===== src/rtl/sed_pkg.sv =====
package sed_pkg;

    typedef struct packed {
        logic [7:0] rx_byte;
        logic       burst_end;
    } sed_in_t;

    typedef struct packed {
        logic [7:0] payload_byte;
        logic       message_last;
        logic       message_empty;
    } sed_out_t;

    typedef struct packed {
        logic [1:0] start_len;
        logic [7:0] start_first;
        logic [7:0] start_second;
        logic [1:0] end_len;
        logic [7:0] end_first;
        logic [7:0] end_second;
    } sed_cfg_t;

    // One queue entry: the results caused by one accepted byte (one or two)
    typedef struct packed {
        logic     two;
        sed_out_t first;
        sed_out_t second;
    } sed_ent_t;

    localparam int CFG_IDX_W = 3;
    localparam int CFG_DATA_W = 8;

    typedef enum logic [CFG_IDX_W-1:0] {
        REG_START_LEN    = 3'd0,
        REG_START_FIRST  = 3'd1,
        REG_START_SECOND = 3'd2,
        REG_END_LEN      = 3'd3,
        REG_END_FIRST    = 3'd4,
        REG_END_SECOND   = 3'd5
    } sed_reg_e;

    localparam int QDEPTH = 4;
    localparam int QPTR_W = 2;
    localparam int QCNT_W = 3;

    function automatic sed_out_t mk_res(logic [7:0] b, logic last, logic empty);
        sed_out_t r;
        r.payload_byte  = b;
        r.message_last  = last;
        r.message_empty = empty;
        return r;
    endfunction

endpackage


===== src/rtl/sed_front.sv =====
module sed_front #(
    parameter logic [1:0] LEN_LIM = 2'd2
) (
    input  logic              aclk,
    input  logic              aresetn,
    input  sed_pkg::sed_cfg_t cfg,
    input  logic              s_valid,
    output logic              s_ready,
    input  sed_pkg::sed_in_t  s_data,
    input  logic              q_full,
    output logic              q_push,
    output sed_pkg::sed_ent_t q_ent
);
    import sed_pkg::*;

    logic       in_msg_reg, in_msg_next;
    logic       sm_reg, sm_next;
    logic       eh_reg, eh_next;
    logic       ps_reg, ps_next;
    logic [7:0] hb_reg, hb_next;

    logic [1:0] sl, el;
    logic [1:0] cnt;
    sed_out_t   res [2];
    logic       done;
    logic       go;
    logic [7:0] b;
    logic       be;
    logic       acc;

    assign s_ready = ~q_full;
    assign acc     = s_valid & s_ready;

    always_comb begin
        b  = s_data.rx_byte;
        be = s_data.burst_end;
        sl = (cfg.start_len > LEN_LIM) ? LEN_LIM : cfg.start_len;
        el = (cfg.end_len > LEN_LIM) ? LEN_LIM : cfg.end_len;

        in_msg_next = in_msg_reg;
        sm_next     = sm_reg;
        eh_next     = eh_reg;
        ps_next     = ps_reg;
        hb_next     = hb_reg;
        cnt         = 2'd0;
        res[0]      = '0;
        res[1]      = '0;
        done        = 1'b0;
        go          = 1'b1;

        // hunt for the start delimiter
        if (!in_msg_reg) begin
            if (sl == 2'd0) begin
                in_msg_next = 1'b1;
                sm_next     = 1'b0;
                ps_next     = 1'b0;
                eh_next     = 1'b0;
            end else begin
                done = (sl == 2'd1) ? (b == cfg.start_first)
                                    : (sm_reg && (b == cfg.start_second));
                go   = 1'b0;
                if (!done) begin
                    sm_next = (sl == 2'd2) && (b == cfg.start_first);
                end else begin
                    sm_next     = 1'b0;
                    in_msg_next = 1'b1;
                    ps_next     = 1'b0;
                    eh_next     = 1'b0;
                    if ((el == 2'd0) && be) begin
                        res[0]      = mk_res(8'd0, 1'b1, 1'b1);
                        cnt         = 2'd1;
                        in_msg_next = 1'b0;
                    end
                end
            end
        end

        if (go) begin
            case (el)
                2'd0: begin
                    eh_next = 1'b0;
                    if (ps_next) begin
                        res[cnt[0]] = mk_res(hb_next, 1'b0, 1'b0);
                        cnt         = cnt + 2'd1;
                        ps_next     = 1'b0;
                    end
                    res[cnt[0]] = mk_res(b, be, 1'b0);
                    cnt         = cnt + 2'd1;
                    if (be) begin
                        in_msg_next = 1'b0;
                    end
                end
                2'd1: begin
                    eh_next = 1'b0;
                    if (b == cfg.end_first) begin
                        res[0]      = ps_next ? mk_res(hb_next, 1'b1, 1'b0)
                                              : mk_res(8'd0, 1'b1, 1'b1);
                        cnt         = 2'd1;
                        in_msg_next = 1'b0;
                        ps_next     = 1'b0;
                    end else begin
                        if (ps_next) begin
                            res[0] = mk_res(hb_next, 1'b0, 1'b0);
                            cnt    = 2'd1;
                        end
                        hb_next = b;
                        ps_next = 1'b1;
                    end
                end
                default: begin
                    if (eh_next && (b == cfg.end_second)) begin
                        res[0]      = ps_next ? mk_res(hb_next, 1'b1, 1'b0)
                                              : mk_res(8'd0, 1'b1, 1'b1);
                        cnt         = 2'd1;
                        in_msg_next = 1'b0;
                        ps_next     = 1'b0;
                        eh_next     = 1'b0;
                    end else begin
                        // held end byte turned out to be data
                        if (eh_next) begin
                            if (ps_next) begin
                                res[cnt[0]] = mk_res(hb_next, 1'b0, 1'b0);
                                cnt         = cnt + 2'd1;
                            end
                            hb_next = cfg.end_first;
                            ps_next = 1'b1;
                            eh_next = 1'b0;
                        end
                        if (b == cfg.end_first) begin
                            eh_next = 1'b1;
                        end else begin
                            if (ps_next) begin
                                res[cnt[0]] = mk_res(hb_next, 1'b0, 1'b0);
                                cnt         = cnt + 2'd1;
                            end
                            hb_next = b;
                            ps_next = 1'b1;
                        end
                    end
                end
            endcase
        end
    end

    assign q_push       = acc && (cnt != 2'd0);
    assign q_ent.two    = (cnt == 2'd2);
    assign q_ent.first  = res[0];
    assign q_ent.second = res[1];

    always_ff @(posedge aclk) begin
        if (!aresetn) begin
            in_msg_reg <= 1'b0;
            sm_reg     <= 1'b0;
            eh_reg     <= 1'b0;
            ps_reg     <= 1'b0;
        end else if (acc) begin
            in_msg_reg <= in_msg_next;
            sm_reg     <= sm_next;
            eh_reg     <= eh_next;
            ps_reg     <= ps_next;
        end
    end

    always_ff @(posedge aclk) begin
        if (acc) begin
            hb_reg <= hb_next;
        end
    end

endmodule


===== src/rtl/sed_queue.sv =====
module sed_queue (
    input  logic              aclk,
    input  logic              aresetn,
    input  logic              push,
    input  sed_pkg::sed_ent_t push_ent,
    output logic              full,
    input  logic              pop,
    output logic              not_empty,
    output sed_pkg::sed_ent_t pop_ent
);
    import sed_pkg::*;

    localparam logic [QCNT_W-1:0] QFULL = QCNT_W'(QDEPTH);

    sed_ent_t            mem_reg [QDEPTH];
    logic [QPTR_W-1:0]   wp_reg, wp_next;
    logic [QPTR_W-1:0]   rp_reg, rp_next;
    logic [QCNT_W-1:0]   cnt_reg, cnt_next;

    assign full      = (cnt_reg == QFULL);
    assign not_empty = (cnt_reg != '0);
    assign pop_ent   = mem_reg[rp_reg];

    always_comb begin
        wp_next  = push ? wp_reg + 1'b1 : wp_reg;
        rp_next  = pop ? rp_reg + 1'b1 : rp_reg;
        cnt_next = cnt_reg;
        case ({push, pop})
            2'b10:   cnt_next = cnt_reg + 1'b1;
            2'b01:   cnt_next = cnt_reg - 1'b1;
            default: cnt_next = cnt_reg;
        endcase
    end

    always_ff @(posedge aclk) begin
        if (!aresetn) begin
            wp_reg  <= '0;
            rp_reg  <= '0;
            cnt_reg <= '0;
        end else begin
            wp_reg  <= wp_next;
            rp_reg  <= rp_next;
            cnt_reg <= cnt_next;
        end
    end

    always_ff @(posedge aclk) begin
        if (push) begin
            mem_reg[wp_reg] <= push_ent;
        end
    end

endmodule


===== src/rtl/sed_back.sv =====
module sed_back (
    input  logic              aclk,
    input  logic              aresetn,
    input  logic              q_valid,
    input  sed_pkg::sed_ent_t q_ent,
    output logic              q_pop,
    output logic              m_valid,
    input  logic              m_ready,
    output sed_pkg::sed_out_t m_data
);
    import sed_pkg::*;

    logic     ov_reg, ov_next;
    sed_out_t od_reg, od_next;
    logic     pv_reg, pv_next;
    sed_out_t pd_reg, pd_next;
    logic     load;

    assign load    = ~ov_reg | m_ready;
    assign q_pop   = load & ~pv_reg & q_valid;
    assign m_valid = ov_reg;
    assign m_data  = od_reg;

    always_comb begin
        ov_next = ov_reg;
        od_next = od_reg;
        pv_next = pv_reg;
        pd_next = pd_reg;
        if (load) begin
            if (pv_reg) begin
                // send the second result of the entry
                ov_next = 1'b1;
                od_next = pd_reg;
                pv_next = 1'b0;
            end else if (q_valid) begin
                ov_next = 1'b1;
                od_next = q_ent.first;
                pv_next = q_ent.two;
                pd_next = q_ent.second;
            end else begin
                ov_next = 1'b0;
            end
        end
    end

    always_ff @(posedge aclk) begin
        if (!aresetn) begin
            ov_reg <= 1'b0;
            pv_reg <= 1'b0;
        end else begin
            ov_reg <= ov_next;
            pv_reg <= pv_next;
        end
    end

    always_ff @(posedge aclk) begin
        od_reg <= od_next;
        pd_reg <= pd_next;
    end

endmodule


===== src/rtl/stx_etx_deframer.sv =====
// Channel | Direction | Handshake          | Payload
// s_      | in        | s_valid / s_ready  | s_data:  rx_byte, burst_end
// m_      | out       | m_valid / m_ready  | m_data:  payload_byte, message_last,
//         |           |                    |          message_empty
// cfg_    | in        | cfg_we             | cfg_index, cfg_wdata (no read-back)
//
// One byte is accepted per cycle while the queue is not full; a byte is classified in the cycle it is taken.
// Results leave through a 4-entry queue and an output register, one result per
// cycle while m_ready is high, so the two results of one byte leave one after the other.
// A result is registered in the queue and then in the output register before it shows on m_.
// s_ready drops only when the queue is full; m_ready stalls back up into it.
// aresetn is synchronous: it clears the framing state, the queue, the config registers and the valid flags.
module stx_etx_deframer #(
    parameter int DELIM_MAX = 2
) (
    input  logic                              aclk,
    input  logic                              aresetn,
    input  logic                              s_valid,
    output logic                              s_ready,
    input  sed_pkg::sed_in_t                  s_data,
    output logic                              m_valid,
    input  logic                              m_ready,
    output sed_pkg::sed_out_t                 m_data,
    input  logic                              cfg_we,
    input  logic [sed_pkg::CFG_IDX_W-1:0]     cfg_index,
    input  logic [sed_pkg::CFG_DATA_W-1:0]    cfg_wdata
);
    import sed_pkg::*;

    localparam logic [1:0] LEN_LIM = (DELIM_MAX < 2) ? 2'(DELIM_MAX) : 2'd2;

    sed_cfg_t cfg_reg, cfg_next;
    logic     q_push, q_full, q_pop, q_valid;
    sed_ent_t q_in, q_out;

    always_comb begin
        cfg_next = cfg_reg;
        if (cfg_we) begin
            case (cfg_index)
                REG_START_LEN:    cfg_next.start_len    = cfg_wdata[1:0];
                REG_START_FIRST:  cfg_next.start_first  = cfg_wdata;
                REG_START_SECOND: cfg_next.start_second = cfg_wdata;
                REG_END_LEN:      cfg_next.end_len      = cfg_wdata[1:0];
                REG_END_FIRST:    cfg_next.end_first    = cfg_wdata;
                REG_END_SECOND:   cfg_next.end_second   = cfg_wdata;
                default:          cfg_next = cfg_reg;
            endcase
        end
    end

    always_ff @(posedge aclk) begin
        if (!aresetn) begin
            cfg_reg <= '0;
        end else begin
            cfg_reg <= cfg_next;
        end
    end

    sed_front #(
        .LEN_LIM (LEN_LIM)
    ) u_front (
        .aclk    (aclk),
        .aresetn (aresetn),
        .cfg     (cfg_reg),
        .s_valid (s_valid),
        .s_ready (s_ready),
        .s_data  (s_data),
        .q_full  (q_full),
        .q_push  (q_push),
        .q_ent   (q_in)
    );

    sed_queue u_queue (
        .aclk      (aclk),
        .aresetn   (aresetn),
        .push      (q_push),
        .push_ent  (q_in),
        .full      (q_full),
        .pop       (q_pop),
        .not_empty (q_valid),
        .pop_ent   (q_out)
    );

    sed_back u_back (
        .aclk    (aclk),
        .aresetn (aresetn),
        .q_valid (q_valid),
        .q_ent   (q_out),
        .q_pop   (q_pop),
        .m_valid (m_valid),
        .m_ready (m_ready),
        .m_data  (m_data)
    );

endmodule


===== config.mk =====
export PLATFORM = sky130hd
export DESIGN_NAME = stx_etx_deframer
export DESIGN_NICKNAME = d
export VERILOG_FILES = /design/src/rtl/sed_pkg.sv /design/src/rtl/sed_front.sv /design/src/rtl/sed_queue.sv /design/src/rtl/sed_back.sv /design/src/rtl/stx_etx_deframer.sv
export SDC_FILE = /design/constraint.sdc
export NUM_CORES = 1
export LEC_CHECK = 0
export BUFFER_PORTS_ARGS = -buffer_cell sky130_fd_sc_hd__clkbuf_2
export CORE_MARGIN = 5
export CORE_UTILIZATION = 55
export DETAILED_ROUTE_END_ITERATION = 10
export GPL_TIMING_DRIVEN = 0
export PLACE_DENSITY = 0.73
export SYNTH_ARGS = -nofsm -noshare
export SYNTH_HDL_FRONTEND = slang
export SYNTH_SLANG_ARGS = --single-unit
export TNS_END_PERCENT = 30

===== constraint.sdc =====
create_clock -name aclk -period 5.76 [get_ports aclk]
set_clock_uncertainty 0.05 [all_clocks]
set_input_delay 0.864 -clock aclk [delete_from_list [all_inputs] [get_ports aclk]]
set_output_delay 0.864 -clock aclk [all_outputs]
set_load 0.02 [all_outputs]

# After elaboration in Yosys (flattened, before gate mapping)
# Memories as Yosys holds them, arrays and structs flattened. A register that Yosys moved wholly into a read port is not among the register bits.
# Index checks and enable logic that the tools add are counted.
# totals
ff_bits	77
ram_bits	84
inputBits	25
output_inout_bits	12
wordCells	196
mem_count	1
# op_classes
n_addsub	7
magnitude_cmp	8
eq_ne	18
n_mux	102
n_bitwise	12
n_reduce_logical	26
# memory_table
name	depth	word_bits	read_ports	rd_ports_with_merged_regs	write_ports	line_no	text
u_queue.mem_reg	4	21	1	1	1	sed_queue.sv:15	sed_ent_t mem_reg [QDEPTH];
# op_table
op	n
$mux W20	10
$mux W10	13
$bwmux W20	3
$mux W8	7
$mux W2	21
$pmux W10 S2	2
$mux W1	38
$eq A8 B8 Y1	4
$demux W10 S1	3
$pmux W8 S2	1
$reduce_and A2 Y1	8
$add A2 B1 Y2 const B	5
$eq A3 B3 Y1 const B	3
$logic_and A1 B1 Y1	8
$eq A2 B1 Y1 const B	3
$eq A2 B2 Y1 const B	3
$eq A3 B2 Y1 const B	2
$ge A2 B2 Y1 const B	3
$lt A2 B1 Y1 const B	3
$not A1 Y2	3
$pmux W3 S2	1
$reduce_bool A2 Y1	3
$not A1 Y1	5
$reduce_and A5 Y1	1
14 further kinds	20

# Depth between registers and ports, before layout
# logic_depth
ltp_word	25
mapped_depth	21
depth_no_buf	19

# By module
# Synthesis repeated with hierarchy kept, for this count alone.
# hier_totals
hier_cells	601
area_unflattened_um2	7797.5
# by_module_without_submodules
mod	instances	cells_per_inst	area_each_um2	seq_area_each_um2
sed_queue	1	151	3474.6	2702.6
sed_front	1	276	2068.2	320.3
stx_etx_deframer	1	131	1380.1	720.7
sed_back	1	43	874.6	640.6

# Least setup slack after synthesis
# Ideal clock, no wire load.
# synth_timing
kind	input port to flip-flop
start	in s_data[6] (netlist name)
end	reg u_queue.cnt_reg[2]
setup_ns	0.070
arrival_time_ns	4.832
required_ns	5.640
path_slack_ns	0.808
cell_stages	20
path_buffers	3
cell_sequence	buf_4 > xor2_1 > nor4_2 > a21oi_1 > nor3_1 > nor2b_1 > buf_2 > ha_1 > clkbuf_1 > o21ai_0 > xor2_1 > nor2_1 > o221ai_1 > a21oi_2 > inv_1 > ha_1 > fa_1 > xnor2_1 > or3_1 > a21oi_1
# synth_between
elab_chain_len	22
elab_cells_between_ends	43
cone_classes	add/sub: 3; eq/ne: 6; mux: 29; reduce/logical: 5
# synth_rtl
item	line_no	text
start: declaration	stx_etx_deframer.sv:20	input sed_pkg::sed_in_t s_data,
$eq A8 B8 Y1	sed_front.sv:60	: (sm_reg && (b == cfg.start_second));
$logic_and A1 B1 Y1	sed_front.sv:60	
$mux W1	sed_front.sv:59	done = (sl == 2'd1) ? (b == cfg.start_first)
$mux W2	sed_front.sv:62	if (!done) begin
$mux W2	sed_front.sv:53	if (sl == 2'd0) begin
$mux W2	sed_front.sv:52	if (!in_msg_reg) begin
$add A2 B1 Y2	sed_front.sv:84, sed_front.sv:123	
$mux W2	sed_front.sv:82, sed_front.sv:121	
[... 6 more ...]	n/a	
$mux W2	sed_front.sv:129	if (b == cfg.end_first) begin
$mux W2	sed_front.sv:111	if (eh_next && (b == cfg.end_second)) begin
$pmux W2 S2	sed_front.sv:79	case (el)
$mux W2 (*)	sed_front.sv:78	if (go) begin
$reduce_bool A2 Y1 (*)	sed_front.sv:145	assign q_push = acc && (cnt != 2'd0);
$logic_and A1 B1 Y1 (*)	sed_front.sv:145	
$eq A2 B1 Y1 or $eq A2 B2 Y1 (tied branches)	sed_queue.sv:28	case ({push, pop})
$pmux W3 S2 or $reduce_bool A2 Y1 (tied branches)	n/a	
end signal: assignment	sed_queue.sv:43	cnt_reg <= cnt_next;
end: declaration	sed_queue.sv:18	logic [QCNT_W-1:0] cnt_reg, cnt_next;
# Mark *: on every way between the ends. The rest lies on a longest branch, timed or not. The select of a mux whose other input is x is not followed.
# A chain may end at the register's enable or synchronous reset.

# Worst setup path after layout
# layout_timing
start	in s_data[5] (netlist name)
end	reg u_queue.cnt_reg[2]
# The elaborated chain is that of the path after synthesis.

==> results.yml <==
power_and_ir_drop:
  vdd_drop_max_v: 0.000216
  power.total_uw: 3440
  powerDensity_nw_per_um2: 406
  p_leak_uw: 0.00292
synthesis:
  synth_top_area_cell: "edfxtp_1"
  ys.flop_type: "edfxtp_1"
  yosysMostFrequentCell: "edfxtp_1"
  synthArstFlopShare_pct: 0
  synthTopCellsByCount: "edfxtp_1 (107), nand2_1 (59), nor2_1 (57)"
  syn-instance-count: 609
  synth_edf_count: 107
  synth_area_per_cell_sq_um: 12.3
  synth-seq-cells: 158
  yosysTopAreaCellShare_pct: 43.0
  ys_types: 59
  synth-seq-area-share_pct: 56.7
  yosysWarningCount: 0
  syn_area_sq_um: 7470
  syn_nets: 644
  yosys-top-cells-area: "edfxtp_1 (43%), dfxtp_1 (14%), mux4_2 (6.0%)"
timing:
  max_clock_freq_ghz: 0.185
  period_minus_slack_ns: 5.40
  rsz0062_at_grt: "no"
  setup_violations: 0
  hold_viol: 0
  final.period_utilization_pct: 93.8
  setup_tns_ns: 0
  relSlewSlack_pct: 15.9
  worstMarginPinSlew_ns: 1.25
  slew_violations: 0
worst_hold_path:
  min_path_type: "reg -> reg"
clocking:
  ctsHtreeMaxLevel: 4
  cts_tree: "built"
  post_cts_buffers: 0
  cts_buffer_depth: 2
  clkTransAtPathRegs_ns: 0.06
  cts_resized: 0
  clk_latency_ns: 0.43
  cts-root-buf: "clkbuf_16"
  cts_hold_buf: 0
  cts_made_buffers: 17
  cts_sinks: 158
routing:
  routed_wl_microns: 17700
  drtPass1Iterations: 5
  vias: 4945
  dr.first_iter.drc_count: 535
  routedWlPerCell_microns: 20.9
  drcViolationCount: 0
  vias_per_cell: 5.86
  ant_nets: 0
placed_design:
  hpwl_microns: 12400
  portBuffers: 27
  place.gp.congestion: 0.909
grt:
  antenna_found_initial: 0
  busiest_layer: "met2"
  use_met2_pct: 40.7
  use_met1_pct: 28.4
  grt_max_degree: 21
  grt_usage_pct: 23.1
  grt_pass1_wl_microns: 28200
  grt_pass1_vias: 5078
  globalRouteMet3Util_pct: 4.83
  grt_remaining_overflow: 0
critical_path:
  start_kind: "input pin"
  cp.required_ns: 6.06
  arrival_ns: 5.70
  critical_path_class: "in -> reg"
  cp-end-kind: "flop"
  r2r_slack_ns: 0.64
  cp_max_fo: 10
die:
  die_h_microns: 127
  core_sq_um: 13300
  start_util_pct: 56.2
  pin_count: 37
  rows: 42
  die_x_microns: 127
  die-area_sq_um: 16000
cells_and_area:
  insertedDiodeCount: 0
  largest_register_ffs: 80
  drive_gt1_share_pct: 19.8
  fillers: 1008
  area_growth_pct: 13.4
  layout.nets: 691
  utilization_pct: 63.7
run:
  drv_cap: 0
outcome:
  outcome: "finished clean"
-- cells by family (layout without fill, tap and decap cells) --
group / after synthesis / after routing / share of synthesized area, %
simple gates: 171 / 171 / 10.6
flops: 158 / 158 / 56.7
compound gates: 101 / 101 / 9.45
mux: 74 / 74 / 13.7
buf+inv: 58 / 117 / 3.37
xor+xnor: 37 / 37 / 4.44
fa+ha+maj: 10 / 10 / 1.78
-- metal layers --
| metal | share of wire (%) | up-vias |
|---|---|---|
| met3 | 5.1 | 28 |
| li1 | - | 2319 |
| met1 | 41 | 2409 |
| met2 | 52 | 189 |
| met5 | 0 | - |
| met4 | 1.9 | 0 |
-- final timing paths --
check,startpoint,end,depth (start not counted)
worst max register to register,cfg_reg[31]$_SDFFE_PN0P_,u_queue.cnt_reg[2]$_SDFFE_PN0P_,19
worst min register to register,cfg_reg[3]$_SDFFE_PN0P_,cfg_reg[3]$_SDFFE_PN0P_,2
worst max-delay path,s_data[5],u_queue.cnt_reg[2]$_SDFFE_PN0P_,20
worst min-delay path,cfg_reg[3]$_SDFFE_PN0P_,cfg_reg[3]$_SDFFE_PN0P_,2
-- layout by cell type (no fill, tap or decap), drive strengths merged, types with 3 or more instances in the layout --
cell and count:
nand4 9, nor2b 6, mux2 24, o21ai 20, or2 3, o221ai 3
clkinv 3, mux2i 30, inv 26, xor2 18, clkbuf 67, bufinv 4
a22oi 9, and2 5, nor2 57, xnor2 19, a311oi 3, mux4 20
o311a 8, buf 15, dfxtp 51, a31oi 4, nor4 4, ha 9
a21oi 41, nor3 18, nand2 59, nand2b 4, edfxtp 107
-- through the flow --
step | std cells | instance area, sq um | hold WS [ns] | setup WS (ns)
finish | 844 | 8470 | 0.429 | 0.359
floorplan | 609 | 7470 | 0.399 | 0.808
global route | 844 | 8470 | 0.451 | 0.0419
detailed placement | 813 | 7840 | 0.419 | -0.0140
global placement | 812 | 7830 | 0.405 | 0.112
CTS | 844 | 8470 | 0.428 | 0.405
-- critical path, cell delays in order --
cell and delay, ns:
buf_2 0.18, xor2_1 0.17, nor4_2 0.44, a21oi_1 0.30, nor3_1 0.28, nor2b_1 0.14
buf_2 0.22, ha_1 0.31, clkbuf_1 0.37, o21ai_0 0.21, xor2_1 0.18, nor2_1 0.10
o221ai_1 0.18, a21oi_2 0.36, inv_1 0.09, ha_1 0.25, fa_1 0.44, xnor2_1 0.15
or3_1 0.31, a21oi_1 0.16
-- where the power goes --
group	internal, uW	switching, uW	leakage, uW	total, uW
clock	732	476	0.000303	1210
combinational	303	428	0.00118	731
sequential	1430	68.1	0.00144	1500
total	2470	972	0.00292	3440
-- final cells by class --
class,instances,area (sq um),share of cell area [%]
inverters,21,78.8,0.930
well taps,176,220,2.60
flip-flops and latches,158,4230,50.0
multi-input cells,393,2990,35.3
repair buffers,28,146,1.73
clock inverters,14,204,2.41
plain buffers,37,173,2.04
clock buffers,17,425,5.02
Note: power is estimated with default switching activity, not from simulation.
